File: config.mk
export PLATFORM = sky130hd
export DESIGN_NAME = crtc_register_file_vblank_core
export DESIGN_NICKNAME = d
export VERILOG_FILES = /design/src/rtl/crtc_pkg.sv /design/src/rtl/crtc_register_file_vblank_core.sv
export SDC_FILE = /design/constraint.sdc
export NUM_CORES = 1
export LEC_CHECK = 0
export ABC_AREA = 1
export BUFFER_PORTS_ARGS = -buffer_cell sky130_fd_sc_hd__buf_2
export CELL_PAD_IN_SITES_DETAIL_PLACEMENT = 0
export CELL_PAD_IN_SITES_GLOBAL_PLACEMENT = 2
export CORE_ASPECT_RATIO = 0.7
export CORE_MARGIN = 2
export CORE_UTILIZATION = 34
export DETAILED_ROUTE_END_ITERATION = 12
export PLACE_DENSITY_LB_ADDON = 0.1
export REMOVE_ABC_BUFFERS = 1
export SETUP_SLACK_MARGIN = 0.3
export SYNTH_ARGS = -nofsm -noshare
export SYNTH_HDL_FRONTEND = slang
export SYNTH_SLANG_ARGS = --single-unit
File: constraint.sdc
create_clock -name clk_i -period 4.1 [get_ports clk_i]
set_input_delay 1.025 -clock clk_i [delete_from_list [all_inputs] [get_ports clk_i]]
set_output_delay 1.025 -clock clk_i [all_outputs]
set_load 0.01 [all_outputs]
File: src/rtl/crtc_pkg.sv
// crtc_pkg: shared types and constants for the crt controller register file
// no dependencies; imported by crtc_register_file_vblank_core
package crtc_pkg;

  // field widths
  localparam int unsigned ADDR_W  = 14;
  localparam int unsigned HT_W    = 9;
  localparam int unsigned VT_W    = 8;
  localparam int unsigned VA_W    = 5;
  localparam int unsigned VD_W    = 7;
  localparam int unsigned LPR_W   = 6;
  localparam int unsigned LINE_W  = 5;
  localparam int unsigned LEN_W   = 20;

  // datapath of the shared add / subtract unit
  localparam int unsigned ACC_W     = 22;
  localparam int unsigned MPL_W     = HT_W;
  localparam int unsigned MUL_STEPS = MPL_W;
  // dividend bits, unscaled lengths stay below 2**21
  localparam int unsigned DIV_STEPS = LEN_W + 1;
  localparam int unsigned CNT_W     = $clog2(DIV_STEPS);

  localparam logic [LEN_W-1:0] LEN_MAX = '1;

  localparam int unsigned CPC_DEFAULT = 2;

  // bus functions
  typedef enum logic [2:0] {
    FUNC_SEL    = 3'd0,
    FUNC_WR     = 3'd1,
    FUNC_RD     = 3'd2,
    FUNC_STATUS = 3'd3,
    FUNC_LPEN   = 3'd4,
    FUNC_TICK   = 3'd5
  } crtc_func_e;

  // register numbers
  localparam logic [4:0] REG_HTOTAL     = 5'd0;
  localparam logic [4:0] REG_VTOTAL     = 5'd4;
  localparam logic [4:0] REG_VADJUST    = 5'd5;
  localparam logic [4:0] REG_VDISPLAYED = 5'd6;
  localparam logic [4:0] REG_LINES      = 5'd9;
  localparam logic [4:0] REG_CUR_START  = 5'd10;
  localparam logic [4:0] REG_CUR_END    = 5'd11;
  localparam logic [4:0] REG_START_HI   = 5'd12;
  localparam logic [4:0] REG_START_LO   = 5'd13;
  localparam logic [4:0] REG_CURSOR_HI  = 5'd14;
  localparam logic [4:0] REG_CURSOR_LO  = 5'd15;
  localparam logic [4:0] REG_LPEN_HI    = 5'd16;
  localparam logic [4:0] REG_LPEN_LO    = 5'd17;
  localparam logic [4:0] REG_UPD_HI     = 5'd18;
  localparam logic [4:0] REG_UPD_LO     = 5'd19;
  localparam logic [4:0] REG_UPD_STROBE = 5'd31;

  localparam logic [7:0] STATUS_BASE = 8'h80;
  localparam logic [7:0] RD_UNMAPPED = 8'hFF;

  typedef struct packed {
    logic [2:0]        func;
    logic [7:0]        data;
    logic [ADDR_W-1:0] lpen_addr;
  } crtc_cmd_t;

  typedef struct packed {
    logic [7:0]        read_data;
    logic              read_unmapped;
    logic              vblank;
    logic              lpen_full;
    logic              update_strobe;
    logic [ADDR_W-1:0] update_addr;
    logic [ADDR_W-1:0] display_start;
    logic [ADDR_W-1:0] cursor_pos;
    logic [LINE_W-1:0] cursor_first_line;
    logic [LINE_W-1:0] cursor_last_line;
    logic [1:0]        cursor_blink_mode;
  } crtc_res_t;

endpackage

File: src/rtl/crtc_register_file_vblank_core.sv
// crtc_register_file_vblank_core: register side of a 6545-style crt controller
// depends on crtc_pkg for the word types, widths and register numbers
//
// One bus word is taken when start is high and busy is low; exactly one result
// word follows on res_o, marked by result_valid_o for one cycle, and the
// receiver cannot stall it. Selects, data reads, status reads, light pen
// strobes, ticks, unused function codes and writes to non-timing registers give
// their result in the cycle after the word is taken. A data write to a timing
// register (R0, R4, R5, R9) recomputes frame and blanking lengths on one shared
// add / subtract unit: four 9-step shift-add multiplies (the second subtracting),
// one add, then two 21-step add-shift multiplies by the rounded-up reciprocal of
// CHAR_PER_CPU_CLOCKS, whose upper half is the truncated quotient. busy stays
// high over that whole run.
module crtc_register_file_vblank_core
  import crtc_pkg::*;
#(
  parameter int unsigned CHAR_PER_CPU_CLOCKS = CPC_DEFAULT
) (
  input  logic      clk_i,
  input  logic      rst_ni,
  input  logic      start,
  output logic      busy,
  input  crtc_cmd_t cmd_i,
  output logic      result_valid_o,
  output crtc_res_t res_o
);

  // 2**DIV_STEPS / clock ratio rounded up; exact for dividends below 2**DIV_STEPS
  // and ratios of 1 to 4
  localparam logic [ACC_W-1:0] RECIP =
    ACC_W'(((1 << DIV_STEPS) + CHAR_PER_CPU_CLOCKS - 1) / CHAR_PER_CPU_CLOCKS);

  // sequencer states
  localparam logic [2:0] ST_IDLE = 3'd0;
  localparam logic [2:0] ST_M1   = 3'd1;  // vert_total * lines_per_row
  localparam logic [2:0] ST_A1   = 3'd2;  // + vert_adjust
  localparam logic [2:0] ST_M2   = 3'd3;  // - vert_displayed * lines_per_row
  localparam logic [2:0] ST_M3   = 3'd4;  // frame rows * horiz_total
  localparam logic [2:0] ST_M4   = 3'd5;  // blank rows * horiz_total
  localparam logic [2:0] ST_D3   = 3'd6;  // frame / clock ratio
  localparam logic [2:0] ST_D4   = 3'd7;  // blank / clock ratio

  // architectural registers
  logic [4:0]        sel_q, sel_d;
  logic [HT_W-1:0]   ht_q, ht_d;
  logic [VT_W-1:0]   vt_q, vt_d;
  logic [VA_W-1:0]   va_q, va_d;
  logic [VD_W-1:0]   vd_q, vd_d;
  logic [LPR_W-1:0]  lpr_q, lpr_d;
  logic [LINE_W-1:0] cs_q, cs_d;
  logic [LINE_W-1:0] ce_q, ce_d;
  logic [1:0]        blink_q, blink_d;
  logic [ADDR_W-1:0] cur_q, cur_d;
  logic [ADDR_W-1:0] start_q, start_d;
  logic [ADDR_W-1:0] pen_addr_q, pen_addr_d;
  logic              pen_q, pen_d;
  logic [ADDR_W-1:0] upd_q, upd_d;
  logic [LEN_W-1:0]  frame_q, frame_d;
  logic [LEN_W-1:0]  blank_q, blank_d;
  logic [LEN_W-1:0]  phase_q, phase_d;

  // sequencer and datapath registers
  logic [2:0]        st_q, st_d;
  logic [CNT_W-1:0]  cnt_q, cnt_d;
  logic [ACC_W-1:0]  acc_q, acc_d;
  logic [ACC_W-1:0]  mcand_q, mcand_d;
  logic [MPL_W-1:0]  mplier_q, mplier_d;
  logic [ACC_W-1:0]  ff_q, ff_d;   // frame length in progress
  logic [ACC_W-1:0]  bb_q, bb_d;   // blank length in progress

  // result register
  logic              valid_q, valid_d;
  crtc_res_t         res_q, res_d;

  // shared add / subtract unit
  logic [ACC_W-1:0]  alu_a, alu_b, alu_sum;
  logic              alu_sub;

  logic              accept;
  logic              timing_wr;
  logic              emit;
  logic              mul_state, div_state;
  logic              step_done;
  logic [ACC_W-1:0]  quot_next;
  logic [LEN_W-1:0]  phase_inc;
  logic [7:0]        rd_data;
  logic              rd_unmapped;
  logic              upd_strobe;
  logic [ADDR_W-1:0] upd_out;

  function automatic logic [LEN_W-1:0] sat_len(input logic [ACC_W-1:0] v);
    logic [LEN_W-1:0] r;
    if (|v[ACC_W-1:LEN_W]) r = LEN_MAX;
    else                   r = v[LEN_W-1:0];
    return r;
  endfunction

  assign accept    = start & ~busy;
  assign busy      = (st_q != ST_IDLE);
  assign mul_state = (st_q == ST_M1) || (st_q == ST_M2) || (st_q == ST_M3) || (st_q == ST_M4);
  assign div_state = (st_q == ST_D3) || (st_q == ST_D4);
  assign step_done = (cnt_q == '0);

  // reciprocal step: the sum shifts right, the dropped bit lies below the quotient
  assign quot_next = {1'b0, alu_sum[ACC_W-1:1]};

  assign phase_inc = phase_q + LEN_W'(1);

  // operand selection for the shared unit
  always_comb begin
    alu_a   = acc_q;
    alu_b   = '0;
    alu_sub = 1'b0;
    case (st_q)
      ST_M1, ST_M3, ST_M4: begin
        alu_b = mplier_q[0] ? mcand_q : '0;
      end
      ST_A1: begin
        alu_b = ACC_W'(va_q);
      end
      ST_M2: begin
        alu_b   = mplier_q[0] ? mcand_q : '0;
        alu_sub = 1'b1;
      end
      ST_D3, ST_D4: begin
        alu_b = mcand_q[0] ? RECIP : '0;
      end
      default: begin
        alu_b = '0;
      end
    endcase
  end

  assign alu_sum = alu_a + (alu_sub ? ~alu_b : alu_b) + ACC_W'(alu_sub);

  // next state
  always_comb begin
    sel_d      = sel_q;
    ht_d       = ht_q;
    vt_d       = vt_q;
    va_d       = va_q;
    vd_d       = vd_q;
    lpr_d      = lpr_q;
    cs_d       = cs_q;
    ce_d       = ce_q;
    blink_d    = blink_q;
    cur_d      = cur_q;
    start_d    = start_q;
    pen_addr_d = pen_addr_q;
    pen_d      = pen_q;
    upd_d      = upd_q;
    frame_d    = frame_q;
    blank_d    = blank_q;
    phase_d    = phase_q;
    st_d       = st_q;
    cnt_d      = cnt_q;
    acc_d      = acc_q;
    mcand_d    = mcand_q;
    mplier_d   = mplier_q;
    ff_d       = ff_q;
    bb_d       = bb_q;
    timing_wr  = 1'b0;
    emit       = 1'b0;
    rd_data    = '0;
    rd_unmapped = 1'b0;
    upd_strobe = 1'b0;
    upd_out    = '0;

    // common step of the serial multiplies
    if (mul_state) begin
      acc_d    = alu_sum;
      mcand_d  = {mcand_q[ACC_W-2:0], 1'b0};
      mplier_d = {1'b0, mplier_q[MPL_W-1:1]};
      cnt_d    = cnt_q - CNT_W'(1);
    end
    // dividend bits enter lsb first from mcand
    if (div_state) begin
      acc_d   = quot_next;
      mcand_d = {1'b0, mcand_q[ACC_W-1:1]};
      cnt_d   = cnt_q - CNT_W'(1);
    end

    case (st_q)
      ST_IDLE: begin
        if (accept) begin
          case (cmd_i.func)
            FUNC_SEL: begin
              sel_d = cmd_i.data[4:0];
            end
            FUNC_WR: begin
              timing_wr = sel_q inside {REG_HTOTAL, REG_VTOTAL, REG_VADJUST, REG_LINES};
              case (sel_q)
                REG_HTOTAL:     ht_d = {1'b0, cmd_i.data} + HT_W'(1);
                REG_VTOTAL:     vt_d = {1'b0, cmd_i.data[6:0]} + VT_W'(1);
                REG_VADJUST:    va_d = cmd_i.data[4:0];
                REG_VDISPLAYED: vd_d = cmd_i.data[6:0];
                REG_LINES:      lpr_d = {1'b0, cmd_i.data[4:0]} + LPR_W'(1);
                REG_CUR_START: begin
                  cs_d    = cmd_i.data[4:0];
                  blink_d = cmd_i.data[6:5];
                end
                REG_CUR_END:    ce_d = cmd_i.data[4:0];
                REG_START_HI:   start_d = {cmd_i.data[5:0], start_q[7:0]};
                REG_START_LO:   start_d = {start_q[ADDR_W-1:8], cmd_i.data};
                REG_CURSOR_HI:  cur_d = {cmd_i.data[5:0], cur_q[7:0]};
                REG_CURSOR_LO:  cur_d = {cur_q[ADDR_W-1:8], cmd_i.data};
                REG_UPD_HI:     upd_d = {cmd_i.data[5:0], upd_q[7:0]};
                REG_UPD_LO:     upd_d = {upd_q[ADDR_W-1:8], cmd_i.data};
                REG_UPD_STROBE: begin
                  upd_strobe = 1'b1;
                  upd_out    = upd_q;
                end
                default: begin
                  upd_strobe = 1'b0;
                end
              endcase
              if (timing_wr) begin
                // start with vert_total * lines_per_row from the new values
                st_d     = ST_M1;
                acc_d    = '0;
                mcand_d  = ACC_W'(vt_d);
                mplier_d = MPL_W'(lpr_d);
                cnt_d    = CNT_W'(MUL_STEPS - 1);
              end
            end
            FUNC_RD: begin
              case (sel_q)
                REG_CURSOR_HI: rd_data = {2'b00, cur_q[ADDR_W-1:8]};
                REG_CURSOR_LO: rd_data = cur_q[7:0];
                REG_LPEN_HI: begin
                  rd_data = {2'b00, pen_addr_q[ADDR_W-1:8]};
                  pen_d   = 1'b0;
                end
                REG_LPEN_LO: begin
                  rd_data = pen_addr_q[7:0];
                  pen_d   = 1'b0;
                end
                default: begin
                  rd_data     = RD_UNMAPPED;
                  rd_unmapped = 1'b1;
                end
              endcase
            end
            FUNC_STATUS: begin
              rd_data = STATUS_BASE | {1'b0, pen_q, (phase_q < blank_q), 5'b0};
            end
            FUNC_LPEN: begin
              if (!pen_q) begin
                pen_d      = 1'b1;
                pen_addr_d = cmd_i.lpen_addr;
              end
            end
            FUNC_TICK: begin
              phase_d = (phase_inc >= frame_q) ? '0 : phase_inc;
            end
            default: begin
              phase_d = phase_q;
            end
          endcase
          emit = ~timing_wr;
        end
      end
      ST_M1: begin
        if (step_done) st_d = ST_A1;
      end
      ST_A1: begin
        // frame rows done; blank rows continue from the same sum
        ff_d     = alu_sum;
        acc_d    = alu_sum;
        mcand_d  = ACC_W'(vd_q);
        mplier_d = MPL_W'(lpr_q);
        cnt_d    = CNT_W'(MUL_STEPS - 1);
        st_d     = ST_M2;
      end
      ST_M2: begin
        if (step_done) begin
          // negative blank rows clamp to zero
          bb_d     = alu_sum[ACC_W-1] ? '0 : alu_sum;
          acc_d    = '0;
          mcand_d  = ff_q;
          mplier_d = ht_q;
          cnt_d    = CNT_W'(MUL_STEPS - 1);
          st_d     = ST_M3;
        end
      end
      ST_M3: begin
        if (step_done) begin
          ff_d     = alu_sum;
          acc_d    = '0;
          mcand_d  = bb_q;
          mplier_d = ht_q;
          cnt_d    = CNT_W'(MUL_STEPS - 1);
          st_d     = ST_M4;
        end
      end
      ST_M4: begin
        if (step_done) begin
          bb_d    = alu_sum;
          acc_d   = '0;
          mcand_d = ff_q;
          cnt_d   = CNT_W'(DIV_STEPS - 1);
          st_d    = ST_D3;
        end
      end
      ST_D3: begin
        if (step_done) begin
          ff_d    = quot_next;
          acc_d   = '0;
          mcand_d = bb_q;
          cnt_d   = CNT_W'(DIV_STEPS - 1);
          st_d    = ST_D4;
        end
      end
      ST_D4: begin
        if (step_done) begin
          frame_d = (sat_len(ff_q) == '0) ? LEN_W'(1) : sat_len(ff_q);
          blank_d = sat_len(quot_next);
          phase_d = '0;
          st_d    = ST_IDLE;
          emit    = 1'b1;
        end
      end
      default: begin
        st_d = ST_IDLE;
      end
    endcase
  end

  // result word, built from the state after this word
  always_comb begin
    valid_d                   = emit;
    res_d.read_data           = rd_data;
    res_d.read_unmapped       = rd_unmapped;
    res_d.vblank              = (phase_d < blank_d);
    res_d.lpen_full           = pen_d;
    res_d.update_strobe       = upd_strobe;
    res_d.update_addr         = upd_out;
    res_d.display_start       = start_d;
    res_d.cursor_pos          = cur_d;
    res_d.cursor_first_line   = cs_d;
    res_d.cursor_last_line    = ce_d;
    res_d.cursor_blink_mode   = blink_d;
  end

  always_ff @(posedge clk_i or negedge rst_ni) begin
    if (!rst_ni) begin
      sel_q      <= '0;
      ht_q       <= '0;
      vt_q       <= '0;
      va_q       <= '0;
      vd_q       <= '0;
      lpr_q      <= '0;
      cs_q       <= '0;
      ce_q       <= '0;
      blink_q    <= '0;
      cur_q      <= '0;
      start_q    <= '0;
      pen_addr_q <= '0;
      pen_q      <= 1'b0;
      upd_q      <= '0;
      frame_q    <= LEN_W'(1);
      blank_q    <= '0;
      phase_q    <= '0;
      st_q       <= ST_IDLE;
      cnt_q      <= '0;
      valid_q    <= 1'b0;
    end else begin
      sel_q      <= sel_d;
      ht_q       <= ht_d;
      vt_q       <= vt_d;
      va_q       <= va_d;
      vd_q       <= vd_d;
      lpr_q      <= lpr_d;
      cs_q       <= cs_d;
      ce_q       <= ce_d;
      blink_q    <= blink_d;
      cur_q      <= cur_d;
      start_q    <= start_d;
      pen_addr_q <= pen_addr_d;
      pen_q      <= pen_d;
      upd_q      <= upd_d;
      frame_q    <= frame_d;
      blank_q    <= blank_d;
      phase_q    <= phase_d;
      st_q       <= st_d;
      cnt_q      <= cnt_d;
      valid_q    <= valid_d;
    end
  end

  // datapath and result payload, no reset needed
  always_ff @(posedge clk_i) begin
    acc_q    <= acc_d;
    mcand_q  <= mcand_d;
    mplier_q <= mplier_d;
    ff_q     <= ff_d;
    bb_q     <= bb_d;
    res_q    <= res_d;
  end

  assign result_valid_o = valid_q;
  assign res_o          = res_q;

endmodule

==> results.json, run 1 <==
{
  "dp.final_hpwl_um": 45900,
  "syn_avg_cell_area_um2": 8.36,
  "yosys_warnings": 0,
  "placementRows": 69,
  "post-route-period-util_pct": 102,
  "worst_hold_check_path_type": "register to register",
  "cts_root_buf": "sky130_fd_sc_hd__clkbuf_16",
  "synthDominantCellAreaShare_pct": 25.5,
  "final_hold_viol_count": 0,
  "fp.dieH_um": 193,
  "avgViaCountPerCell": 4.92,
  "regToRegStartpoint": "st_q[1]$_DFFE_PN0P_",
  "synth.most_common_cell": "sky130_fd_sc_hd__nand2_1",
  "synthFlopType": "sky130_fd_sc_hd__dfrtp_1",
  "nNetsFinal": 2469,
  "io-pin-count": 96,
  "post_route_ant_nets": 0,
  "critPathArrivalTime_ns": 4.58,
  "share_of_the_yosys_chip_area_belonging_to_registers_pct": 47.0,
  "antenna_cells_inserted": 0,
  "route.final.wire_length_um": 60100,
  "io_buffer_count": 95,
  "critPathRequiredTime_ns": 4.52,
  "worst_skew_pair.late_latency_ns": 0.55,
  "worstMarginPinSlew_ns": 0.903,
  "total_leakage_power_nw": 10.4,
  "setup.reg_to_reg.worst_slack_ns": -0.07,
  "slew_violations": 0,
  "synth.largest_area_cell": "sky130_fd_sc_hd__dfrtp_1",
  "vias": 15057,
  "unrepaired_setup_endpoints_after_global_routing": "yes",
  "worst_slack_ns": -0.0672,
  "grt_pass1_vias": 14416,
  "core_mm2": 0.0506,
  "ys_ff_latch": 341,
  "post-place-ws_ns": -0.403,
  "cts.reportedPaths.clkPinSlew_ns": 0.06,
  "clk_path_buf_depth": 3,
  "cts-buffers-inserted": 37,
  "timing_worst_setup_path_type": "register to register",
  "timing.max_slew.rel_slack_pct": 39.7,
  "timing.reg2reg.worst_path_depth": 24,
  "setup.worst_path.end_class": "register",
  "flow.area_growth_from_synthesis_pct": 24.0,
  "post_synth_main_area_contributors": "sky130_fd_sc_hd__dfrtp_1 25%, sky130_fd_sc_hd__dfxtp_1 14%, sky130_fd_sc_hd__nand2_1 9.1%",
  "drtIter0Drc": 1205,
  "worst_hold_startpoint": "bb_q[0]$_DFFE_PP_",
  "yosysUniqueCellTypes": 64,
  "detail_route.drc_violations": 0,
  "total_grt_usage_pct": 22.7,
  "postSynth.asyncResetShare_pct": 52.2,
  "ir_worst_vdd_v": 0.000240,
  "setup_viol_count_final": 1,
  "tritoncts": "yes",
  "grt_max_degree": 97,
  "globalRouteOverflowTotal": 0,
  "post_drt_wl_per_cell_um": 19.6,
  "violated_checks": "negative setup slack",
  "gate_count_after_technology_mapping": 2079,
  "timing.hold.worst_path_depth": 2,
  "power.total_w": 0.00707,
  "finClkSkew_ns": 0.0256,
  "achievable-frequency_mhz": 240,
  "htree_num_levels": 2,
  "run_status": "finished, violations left",
  "power.density_cell_area_mw_per_mm2": 328,
  "tritoncts_num_sinks": 341,
  "dr.pass1.iters": 5,
  "floorplan.initialDensity_pct": 34.3,
  "global_route_wire_length_before_repair_um": 90300,
  "width_of_the_die_um": 274,
  "gpl.final_weighted_congestion": 0.863,
  "layout_min_cycle_time_ns": 4.17,
  "hold_ws_ns": 0.472,
  "drv.max_cap_violation_count": 0,
  "cts_hold_buffers": 0,
  "postLayoutCoreUtil_pct": 42.6,
  "netlist_area_mm2": 0.0174,
  "post_synth_most_frequent_cells": "419 x sky130_fd_sc_hd__nand2_1, 308 x sky130_fd_sc_hd__inv_1, 212 x sky130_fd_sc_hd__o21ai_0",
  "floorplan.die_area_mm2": 0.0529,
  "share_of_layout_cells_above_drive_strength_1_pct": 20.3,
  "grt_antenna_before_repair": 1,
  "setup_total_negative_slack_ns": -0.0672,
  "crit_path_max_fanout": 8,
  "hold-path-endpoint": "mcand_q[0]$_DFF_P_",
  "cp-start-kind": "register",
  "synth_enable_flop_cells": 44,
  "crit-reg2reg-capture": "res_o[56]$_DFF_P_"
}
==> final cells by class <==
class	count	area (um^2)
clock buffer	54	1080
clock inverter	14	199
fill	5247	29100
inverter	336	1270
multi-input combinational	1339	7890
sequential	341	8160
tap	674	843
timing repair buffer	300	2090
==> power breakdown <==
part           leakage [nW]  switching, W  internal [W]
clock network         0.630       0.00147       0.00210
logic                  6.39     0.0000803     0.0000215
registers              3.42             0       0.00340
total                  10.4       0.00155       0.00552
==> state kept, by name, indices dropped and copies added (netlist names), 5 cells and up <==
name / flops
ce_q: 5
ht_q: 9
frame_q: 20
phase_q: 20
ff_q: 22
blank_q: 20
vt_q: 8
va_q: 5
cur_q: 14
lpr_q: 6
mplier_q: 9
cs_q: 5
mcand_q: 22
vd_q: 7
res_o: 66
pen_addr_q: 14
start_q: 14
upd_q: 14
acc_q: 22
bb_q: 22
sel_q: 5
cnt_q: 5
==> through the flow <==
| stage | instance area (um^2) | cells |
|---|---|---|
| 5_1_grt | 21500 | 3058 |
| 2_1_floorplan | 17100 | 2016 |
| 6_report | 21500 | 3058 |
| 4_1_cts | 21400 | 3056 |
| 3_5_place_dp | 20000 | 2982 |
| 3_3_place_gp | 20000 | 2982 |
==> cell usage in the layout, fill, tap and decap left out, types with 81 or more instances in the layout <==
| cell | count |
|---|---|
| sky130_fd_sc_hd__nor2_1 | 134 |
| sky130_fd_sc_hd__buf_2 | 95 |
| sky130_fd_sc_hd__nand2_1 | 416 |
| sky130_fd_sc_hd__inv_1 | 307 |
| sky130_fd_sc_hd__ha_1 | 81 |
| sky130_fd_sc_hd__buf_4 | 198 |
| sky130_fd_sc_hd__dfxtp_1 | 119 |
| sky130_fd_sc_hd__o21ai_0 | 210 |
| sky130_fd_sc_hd__dfrtp_1 | 177 |
| sky130_fd_sc_hd__a21oi_1 | 92 |
==> routing by layer <==
layer | vias to the layer above | global-route usage [%] | part of all wire [%]
met5 | - | 0 | 0
met4 | 0 | 3.45 | 0.90
met3 | 45 | 3.81 | 5.9
met2 | 320 | 31.3 | 39
met1 | 7226 | 36.9 | 54
li1 | 7466 | - | -
==> logic make-up after synthesis <==
group | count (synthesis) | synth area share [%]
and+or+nand+nor | 680 | 16.6
AOI/OAI and AO/OA | 507 | 17.8
buffers and inverters | 399 | 8.94
DFF | 341 | 47.0
adders and majority gates | 86 | 6.24
xor gates and xnor gates | 57 | 2.92
muxes | 9 | 0.540
==> critical path, stage by stage, from the launching register on <==
cell,delay (ns)
sky130_fd_sc_hd__dfrtp_1,0.39
sky130_fd_sc_hd__buf_4,0.16
sky130_fd_sc_hd__nand2_2,0.08
sky130_fd_sc_hd__nand2_4,0.06
sky130_fd_sc_hd__nor2_4,0.17
sky130_fd_sc_hd__buf_4,0.20
sky130_fd_sc_hd__nand2_1,0.07
sky130_fd_sc_hd__xor2_1,0.15
sky130_fd_sc_hd__ha_1,0.36
sky130_fd_sc_hd__nand2_1,0.16
sky130_fd_sc_hd__inv_1,0.08
sky130_fd_sc_hd__nand3_1,0.11
sky130_fd_sc_hd__inv_1,0.07
sky130_fd_sc_hd__a211oi_2,0.25
sky130_fd_sc_hd__nand3_1,0.18
sky130_fd_sc_hd__xor2_1,0.18
sky130_fd_sc_hd__buf_4,0.15
sky130_fd_sc_hd__inv_1,0.16
sky130_fd_sc_hd__o22ai_2,0.12
sky130_fd_sc_hd__ha_1,0.31
sky130_fd_sc_hd__nand2_1,0.07
sky130_fd_sc_hd__inv_1,0.09
sky130_fd_sc_hd__nand3_2,0.08
sky130_fd_sc_hd__nor4_2,0.26
sky130_fd_sc_hd__a21oi_1,0.10
==> worst max-delay path by stage <==
stage	start	end	slack [ns]	cells past startpoint
2_1_floorplan	st_q[0]$_DFFE_PN0P_	res_o[56]$_DFF_P_	-0.91	28
3_3_place_gp	phase_q[0]$_DFF_PN0_	res_o[56]$_DFF_P_	-0.32	29
3_5_place_dp	phase_q[0]$_DFF_PN0_	res_o[56]$_DFF_P_	-0.40	29
4_1_cts	phase_q[0]$_DFF_PN0_	res_o[56]$_DFF_P_	-0.06	30
5_1_grt	phase_q[3]$_DFF_PN0_	res_o[56]$_DFF_P_	-0.42	28
6_report	st_q[1]$_DFFE_PN0P_	res_o[56]$_DFF_P_	-0.07	24
==> repair_timing <==
action / CTS / global route
setup endpoints to repair: 1 / 27
gates cloned: 1 / 0
pin swaps: 10 / 10
setup buffers: 5 / 2
gates resized for setup: 28 / 24
Power figures use the tool's default switching activity.
==> inputs of run 2 (changes only) <==
SETUP_SLACK_MARGIN = default   (was 0.3)
==> run 2 against run 1 <==
  * The run still ends with negative setup slack left
  * Register-to-register slack got worse by 0.02 ns
  * Final cell count did not move
  * Sequential power barely moved
  * Non-clock buffer count did not move
  * Flip-flop and latch count did not move
  * Via count fell by 0.12%
  * Critical path depth rose by 2
  * Largest cell class unchanged
==> results.json, run 2 (synthesized netlist as in run 1, its figures left out) <==
{
  "worst-path-buf-inv": 5,
  "cts_root_buf": "sky130_fd_sc_hd__clkbuf_16",
  "power.total_w": 0.00706,
  "total_cell_area_at_the_placement_stage_mm2": 0.0200,
  "antenna_cells_inserted": 0,
  "grt_pass1_vias": 14416,
  "grt_antenna_before_repair": 1,
  "critPathRequiredTime_ns": 4.52,
  "total_grt_usage_pct": 22.7,
  "detail_route.drc_violations": 0,
  "nNetsFinal": 2469,
  "tritoncts_num_sinks": 341,
  "hold-path-endpoint": "mcand_q[0]$_DFF_P_",
  "width_of_the_die_um": 274,
  "drv.max_cap_violation_count": 0,
  "core_mm2": 0.0506,
  "crit_path_max_fanout": 8,
  "post_route_ant_nets": 0,
  "layout_min_cycle_time_ns": 4.18,
  "fp.dieH_um": 193,
  "worstMarginPinSlew_ns": 0.894,
  "power.density_cell_area_mw_per_mm2": 328,
  "worst_hold_check_path_type": "register to register",
  "largest_register_ffs": 66,
  "final_cell_mix": "417 x sky130_fd_sc_hd__nand2_1, 307 x sky130_fd_sc_hd__inv_1, 210 x sky130_fd_sc_hd__o21ai_0",
  "run_status": "finished, violations left",
  "timing.reg2reg.worst_path_depth": 26,
  "setup_viol_count_final": 1,
  "floorplan.die_area_mm2": 0.0529,
  "setup.worst_path.end_class": "register",
  "timing.max_slew.rel_slack_pct": 40.3,
  "unrepaired_setup_endpoints_after_global_routing": "yes",
  "finish.cell_count_without_fillers": 3058,
  "setup.reg_to_reg.worst_slack_ns": -0.08,
  "slew_violations": 0,
  "vias": 15039,
  "cts.reportedPaths.clkPinSlew_ns": 0.06,
  "tritoncts": "yes",
  "post-place-ws_ns": -0.403,
  "timing.hold.worst_path_depth": 2,
  "violated_checks": "negative setup slack",
  "critPathArrivalTime_ns": 4.60,
  "worst_slack_ns": -0.0847,
  "avgViaCountPerCell": 4.92,
  "grt_max_degree": 97,
  "gpl.final_weighted_congestion": 0.863,
  "setup_total_negative_slack_ns": -0.0847,
  "finClkSkew_ns": 0.0251,
  "final_hold_viol_count": 0,
  "route.final.wire_length_um": 60000,
  "dr.pass1.iters": 5,
  "setup.worst_path.start": "st_q[1]$_DFFE_PN0P_",
  "regToRegStartpoint": "st_q[1]$_DFFE_PN0P_",
  "htree_num_levels": 2,
  "placementRows": 69,
  "crit-reg2reg-capture": "res_o[56]$_DFF_P_",
  "io_buffer_count": 95,
  "worst_path_most_repeated_cell": "sky130_fd_sc_hd__nand2_1",
  "flow.area_growth_from_synthesis_pct": 23.8,
  "share_of_layout_cells_above_drive_strength_1_pct": 20.2,
  "post_drt_wl_per_cell_um": 19.6,
  "ir_worst_vdd_v": 0.000234,
  "post-route-period-util_pct": 102,
  "critPathTopFamily": "simple AND/OR/NAND/NOR gates",
  "total_leakage_power_nw": 10.4,
  "global_route_wire_length_before_repair_um": 90300,
  "timing.critical_path.slowest_stage_cell": "sky130_fd_sc_hd__dfrtp_1",
  "worst_hold_startpoint": "bb_q[0]$_DFFE_PP_",
  "cts-buffers-inserted": 37,
  "cp-start-kind": "register",
  "achievable-frequency_mhz": 239,
  "floorplan.initialDensity_pct": 34.3,
  "io-pin-count": 96,
  "crit_path_max_incr_delay_ns": 0.40,
  "worst_skew_pair.late_latency_ns": 0.55,
  "mostFrequentLayoutCell": "sky130_fd_sc_hd__nand2_1",
  "post-place-cells": 2982,
  "globalRouteOverflowTotal": 0,
  "finalInstanceArea_mm2": 0.0215,
  "clk_path_buf_depth": 3,
  "drtIter0Drc": 1254,
  "dp.final_hpwl_um": 45900,
  "timing_worst_setup_path_type": "register to register"
}
[run 2: changes by cell type in the layout (fill, tap and decap cells not counted)]
cell / delta
sky130_fd_sc_hd__a21oi_2: +1
sky130_fd_sc_hd__a21oi_4: -1
sky130_fd_sc_hd__inv_2: +1
sky130_fd_sc_hd__inv_4: -1
sky130_fd_sc_hd__nand2_1: +1
sky130_fd_sc_hd__nand2_2: -1
sky130_fd_sc_hd__nor3_1: +1
sky130_fd_sc_hd__nor3_2: -1
sky130_fd_sc_hd__xnor2_1: +1
sky130_fd_sc_hd__xnor2_2: -1
[run 2: worst max-delay path by stage]
| stage | depth (start not counted) | endpoint | slack [ns] |
|---|---|---|---|
| floorplan | 28 | res_o[56]$_DFF_P_ | -0.91 |
| global placement | 29 | res_o[56]$_DFF_P_ | -0.32 |
| detailed placement | 29 | res_o[56]$_DFF_P_ | -0.40 |
| CTS | 30 | res_o[56]$_DFF_P_ | -0.06 |
| global route | 28 | res_o[56]$_DFF_P_ | -0.42 |
| finish | 26 | res_o[56]$_DFF_P_ | -0.08 |
[run 2: per-layer routing]
| metal | track usage, % | vias up | wire [um] |
|---|---|---|---|
| li1 | - | 7472 | - |
| met1 | 36.9 | 7217 | 32400 |
| met2 | 31.3 | 302 | 23500 |
| met3 | 3.81 | 48 | 3420 |
| met4 | 3.45 | 0 | 603 |
| met5 | 0 | - | 0 |
[run 2: through the flow]
stage / utilization (%) / hold slack (ns)
floorplan: - / 0.434
global placement: 39.5 / 0.451
detailed placement: 39.5 / 0.458
CTS: 42.3 / 0.469
global route: 42.5 / 0.497
finish: 42.5 / 0.471
[run 2: cell type report]
class                           instances  area (um^2)
Timing Repair Buffer                  300         2090
Multi-Input combinational cell       1339         7870
Clock inverter                         14          199
Clock buffer                           54         1080
Tap cell                              674          843
Fill cell                            5249        29100
Sequential cell                       341         8160
Inverter                              336         1270
[run 2: repair_timing]
action,4_1_cts,5_1_grt
gates cloned,1,0
hold buffers,0,0
resized for setup,28,18
setup buffers,5,2
endpoints found under the setup margin,1,1
pin swaps,10,10
[run 2: worst register-to-register path: cells and delay by family (launching register included)]
family | cells | cell delay, ns
AO/OA/AOI/OAI | 2 | 0.22
adder cells (fa/ha/maj) | 2 | 0.69
XOR/XNOR | 1 | 0.16
AND/OR/NAND/NOR | 16 | 1.82
buffers and inverters | 5 | 0.76
flip-flops | 1 | 0.40
[run 2: where the power goes]
part	leakage [nW]	switching [W]	internal, W
Combinational	6.39	0.0000805	0.0000215
Sequential	3.42	0	0.00340
Clock	0.630	0.00146	0.00210
Total	10.4	0.00154	0.00552
==> inputs of run 3 (changes only) <==
REMOVE_ABC_BUFFERS = default   (was 1)
==> run 3 against run 2 <==
  * The flow still finishes with violations (negative setup slack)
  * Via count rose by 2.3%
  * Global-route usage rose by 0.30 points
  * Fmax decreased by 1.1%
  * Sequential power hardly changed
  * Clock skew down 0.014 ns
  * Register-to-register slack worse by 0.05 ns
  * Utilization up 0.87 points
  * Critical path depth did not move
  * Worst hold slack worse by 0.012 ns
  * Non-clock buffer count increased by 39
  * Largest cell class unchanged
  * Largest power group unchanged
==> results.json, run 3 (synthesized netlist as in run 1, its figures left out) <==
{
  "io_buffer_count": 95,
  "total_grt_usage_pct": 23.0,
  "post_route_ant_nets": 0,
  "width_of_the_die_um": 274,
  "cp-start-kind": "register",
  "io-pin-count": 96,
  "globalRouteOverflowTotal": 0,
  "flow.area_growth_from_synthesis_pct": 26.4,
  "avgViaCountPerCell": 4.97,
  "ir_worst_vdd_v": 0.000302,
  "post-place-cells": 2993,
  "share_of_layout_cells_above_drive_strength_1_pct": 22.5,
  "post-route-period-util_pct": 103,
  "power.density_cell_area_mw_per_mm2": 315,
  "setup.worst_path.end_class": "register",
  "worstMarginPinSlew_ns": 0.928,
  "fp.dieH_um": 193,
  "floorplan.die_area_mm2": 0.0529,
  "worst_slack_ns": -0.132,
  "global_route_wire_length_before_repair_um": 91200,
  "grt_antenna_before_repair": 0,
  "grt_pass1_vias": 14594,
  "drv.max_cap_violation_count": 0,
  "crit_path_max_fanout": 8,
  "tritoncts_num_sinks": 341,
  "timing.max_slew.rel_slack_pct": 38.0,
  "grt_max_degree": 71,
  "cts_hold_buffers": 0,
  "timing.reg2reg.worst_path_depth": 26,
  "critPathRequiredTime_ns": 4.54,
  "htree_num_levels": 2,
  "total_cell_area_at_the_placement_stage_mm2": 0.0201,
  "layout_min_cycle_time_ns": 4.23,
  "floorplan.initialDensity_pct": 34.3,
  "gpl.final_weighted_congestion": 0.846,
  "clk_path_buf_depth": 3,
  "unrepaired_setup_endpoints_after_global_routing": "yes",
  "nNetsFinal": 2508,
  "setup_viol_count_final": 1,
  "finish.cell_count_without_fillers": 3099,
  "final_hold_viol_count": 0,
  "drtIter0Drc": 1179,
  "timing_worst_setup_path_type": "register to register",
  "route.final.wire_length_um": 60900,
  "critPathArrivalTime_ns": 4.67,
  "achievable-frequency_mhz": 236,
  "worst_hold_check_path_type": "input pin to async pin",
  "finClkSkew_ns": 0.0110,
  "slew_violations": 0,
  "cts-buffers-inserted": 37,
  "detail_route.drc_violations": 0,
  "dr.pass1.iters": 5,
  "cts_root_buf": "sky130_fd_sc_hd__clkbuf_16",
  "placementRows": 69,
  "postLayoutCoreUtil_pct": 43.4,
  "post-place-ws_ns": -0.359,
  "tritoncts": "yes",
  "worst_skew_pair.late_latency_ns": 0.56,
  "synth.net_count": 2193,
  "largest_register_ffs": 66,
  "mostFrequentLayoutCell": "sky130_fd_sc_hd__nand2_1",
  "finalInstanceArea_mm2": 0.0220,
  "total_leakage_power_nw": 10.6,
  "core_mm2": 0.0506,
  "setup_total_negative_slack_ns": -0.132,
  "violated_checks": "negative setup slack",
  "run_status": "finished, violations left",
  "cts.reportedPaths.clkPinSlew_ns": 0.06,
  "vias": 15391,
  "post_drt_wl_per_cell_um": 19.7,
  "dp.final_hpwl_um": 46300,
  "final_cell_mix": "411 x sky130_fd_sc_hd__nand2_1, 307 x sky130_fd_sc_hd__inv_1, 224 x sky130_fd_sc_hd__buf_4"
}
[run 3: cell count changes in the layout (fill, tap and decap cells not counted), sizes merged]
cell	delta
buf	+39
clkbuf	-6
clkinvlp	+5
diode	+3
bufinv	-1
inv	+1
[run 3: timing repair]
action,4_1_cts,5_1_grt
endpoints found under the setup margin,1,2
pin swaps,26,39
gates resized for setup,35,56
setup buffers,28,8
[run 3: cell type report]
cell class / instances / area [um^2]
antenna: 3 / 7.51
clock buffer: 48 / 1020
clock inverter: 19 / 195
fill: 5098 / 28600
inverter: 336 / 1270
multi-input combinational: 1339 / 8030
sequential: 341 / 8160
tap: 674 / 843
timing repair buffer: 339 / 2430
[run 3: path summary, 6_finish.rpt]
check                                    start                 endpoint  slack (ns)
setup / recovery           st_q[1]$_DFFE_PN0P_        res_o[56]$_DFF_P_       -0.13
hold / removal                          rst_ni  frame_q[11]$_DFFE_PN0P_        0.46
setup reg to reg           st_q[1]$_DFFE_PN0P_        res_o[56]$_DFF_P_       -0.13
min in group clk_i           bb_q[0]$_DFFE_PP_       mcand_q[0]$_DFF_P_        0.47
hold reg to reg              bb_q[0]$_DFFE_PP_       mcand_q[0]$_DFF_P_        0.47
max in group asynchronous               rst_ni        cs_q[2]$_DFF_PN0_        2.75
[run 3: through the flow]
stage,total power [W],hold WS [ns]
floorplan,0.00349,0.434
global placement,0.00357,0.451
detailed placement,0.00357,0.452
CTS,0.00700,0.472
global route,0.00717,0.493
finish,0.00692,0.459
[run 3: power breakdown]
part	switching [W]	total, W	internal [W]	leakage, nW
sequential	0	0.00340	0.00340	3.42
clock	0.00146	0.00342	0.00196	0.582
combinational	0.0000791	0.0000981	0.0000190	6.63
[run 3: critical path, stage by stage, from the launching register on]
cell                      delay [ns]
sky130_fd_sc_hd__dfrtp_1        0.44
sky130_fd_sc_hd__ha_1           0.23
sky130_fd_sc_hd__buf_4          0.16
sky130_fd_sc_hd__nand2_2        0.07
sky130_fd_sc_hd__inv_1          0.07
sky130_fd_sc_hd__nor2_4         0.09
sky130_fd_sc_hd__inv_2          0.04
sky130_fd_sc_hd__a22o_1         0.21
sky130_fd_sc_hd__xor2_1         0.17
sky130_fd_sc_hd__ha_1           0.32
sky130_fd_sc_hd__inv_1          0.07
sky130_fd_sc_hd__nor3_2         0.18
sky130_fd_sc_hd__nand2_1        0.11
sky130_fd_sc_hd__nor2_1         0.15
sky130_fd_sc_hd__nand2_2        0.10
sky130_fd_sc_hd__nand2_1        0.08
sky130_fd_sc_hd__nand2_2        0.08
sky130_fd_sc_hd__nand2_4        0.10
sky130_fd_sc_hd__nor2_4         0.05
sky130_fd_sc_hd__inv_6          0.12
sky130_fd_sc_hd__buf_4          0.14
sky130_fd_sc_hd__o22ai_2        0.09
sky130_fd_sc_hd__ha_1           0.30
sky130_fd_sc_hd__nand4_1        0.18
sky130_fd_sc_hd__buf_4          0.20
sky130_fd_sc_hd__nor4_4         0.26
sky130_fd_sc_hd__a21oi_1        0.09
[run 3: routing by layer]
| layer | vias to the layer above | wire [um] | GRT usage (%) | part of all wire [%] |
|---|---|---|---|---|
| met5 | - | 0 | 0 | 0 |
| met4 | 0 | 915 | 4.01 | 1.5 |
| met3 | 60 | 4190 | 4.89 | 6.9 |
| met2 | 393 | 23500 | 30.7 | 39 |
| met1 | 7378 | 32300 | 37.4 | 53 |
| li1 | 7560 | - | - | - |
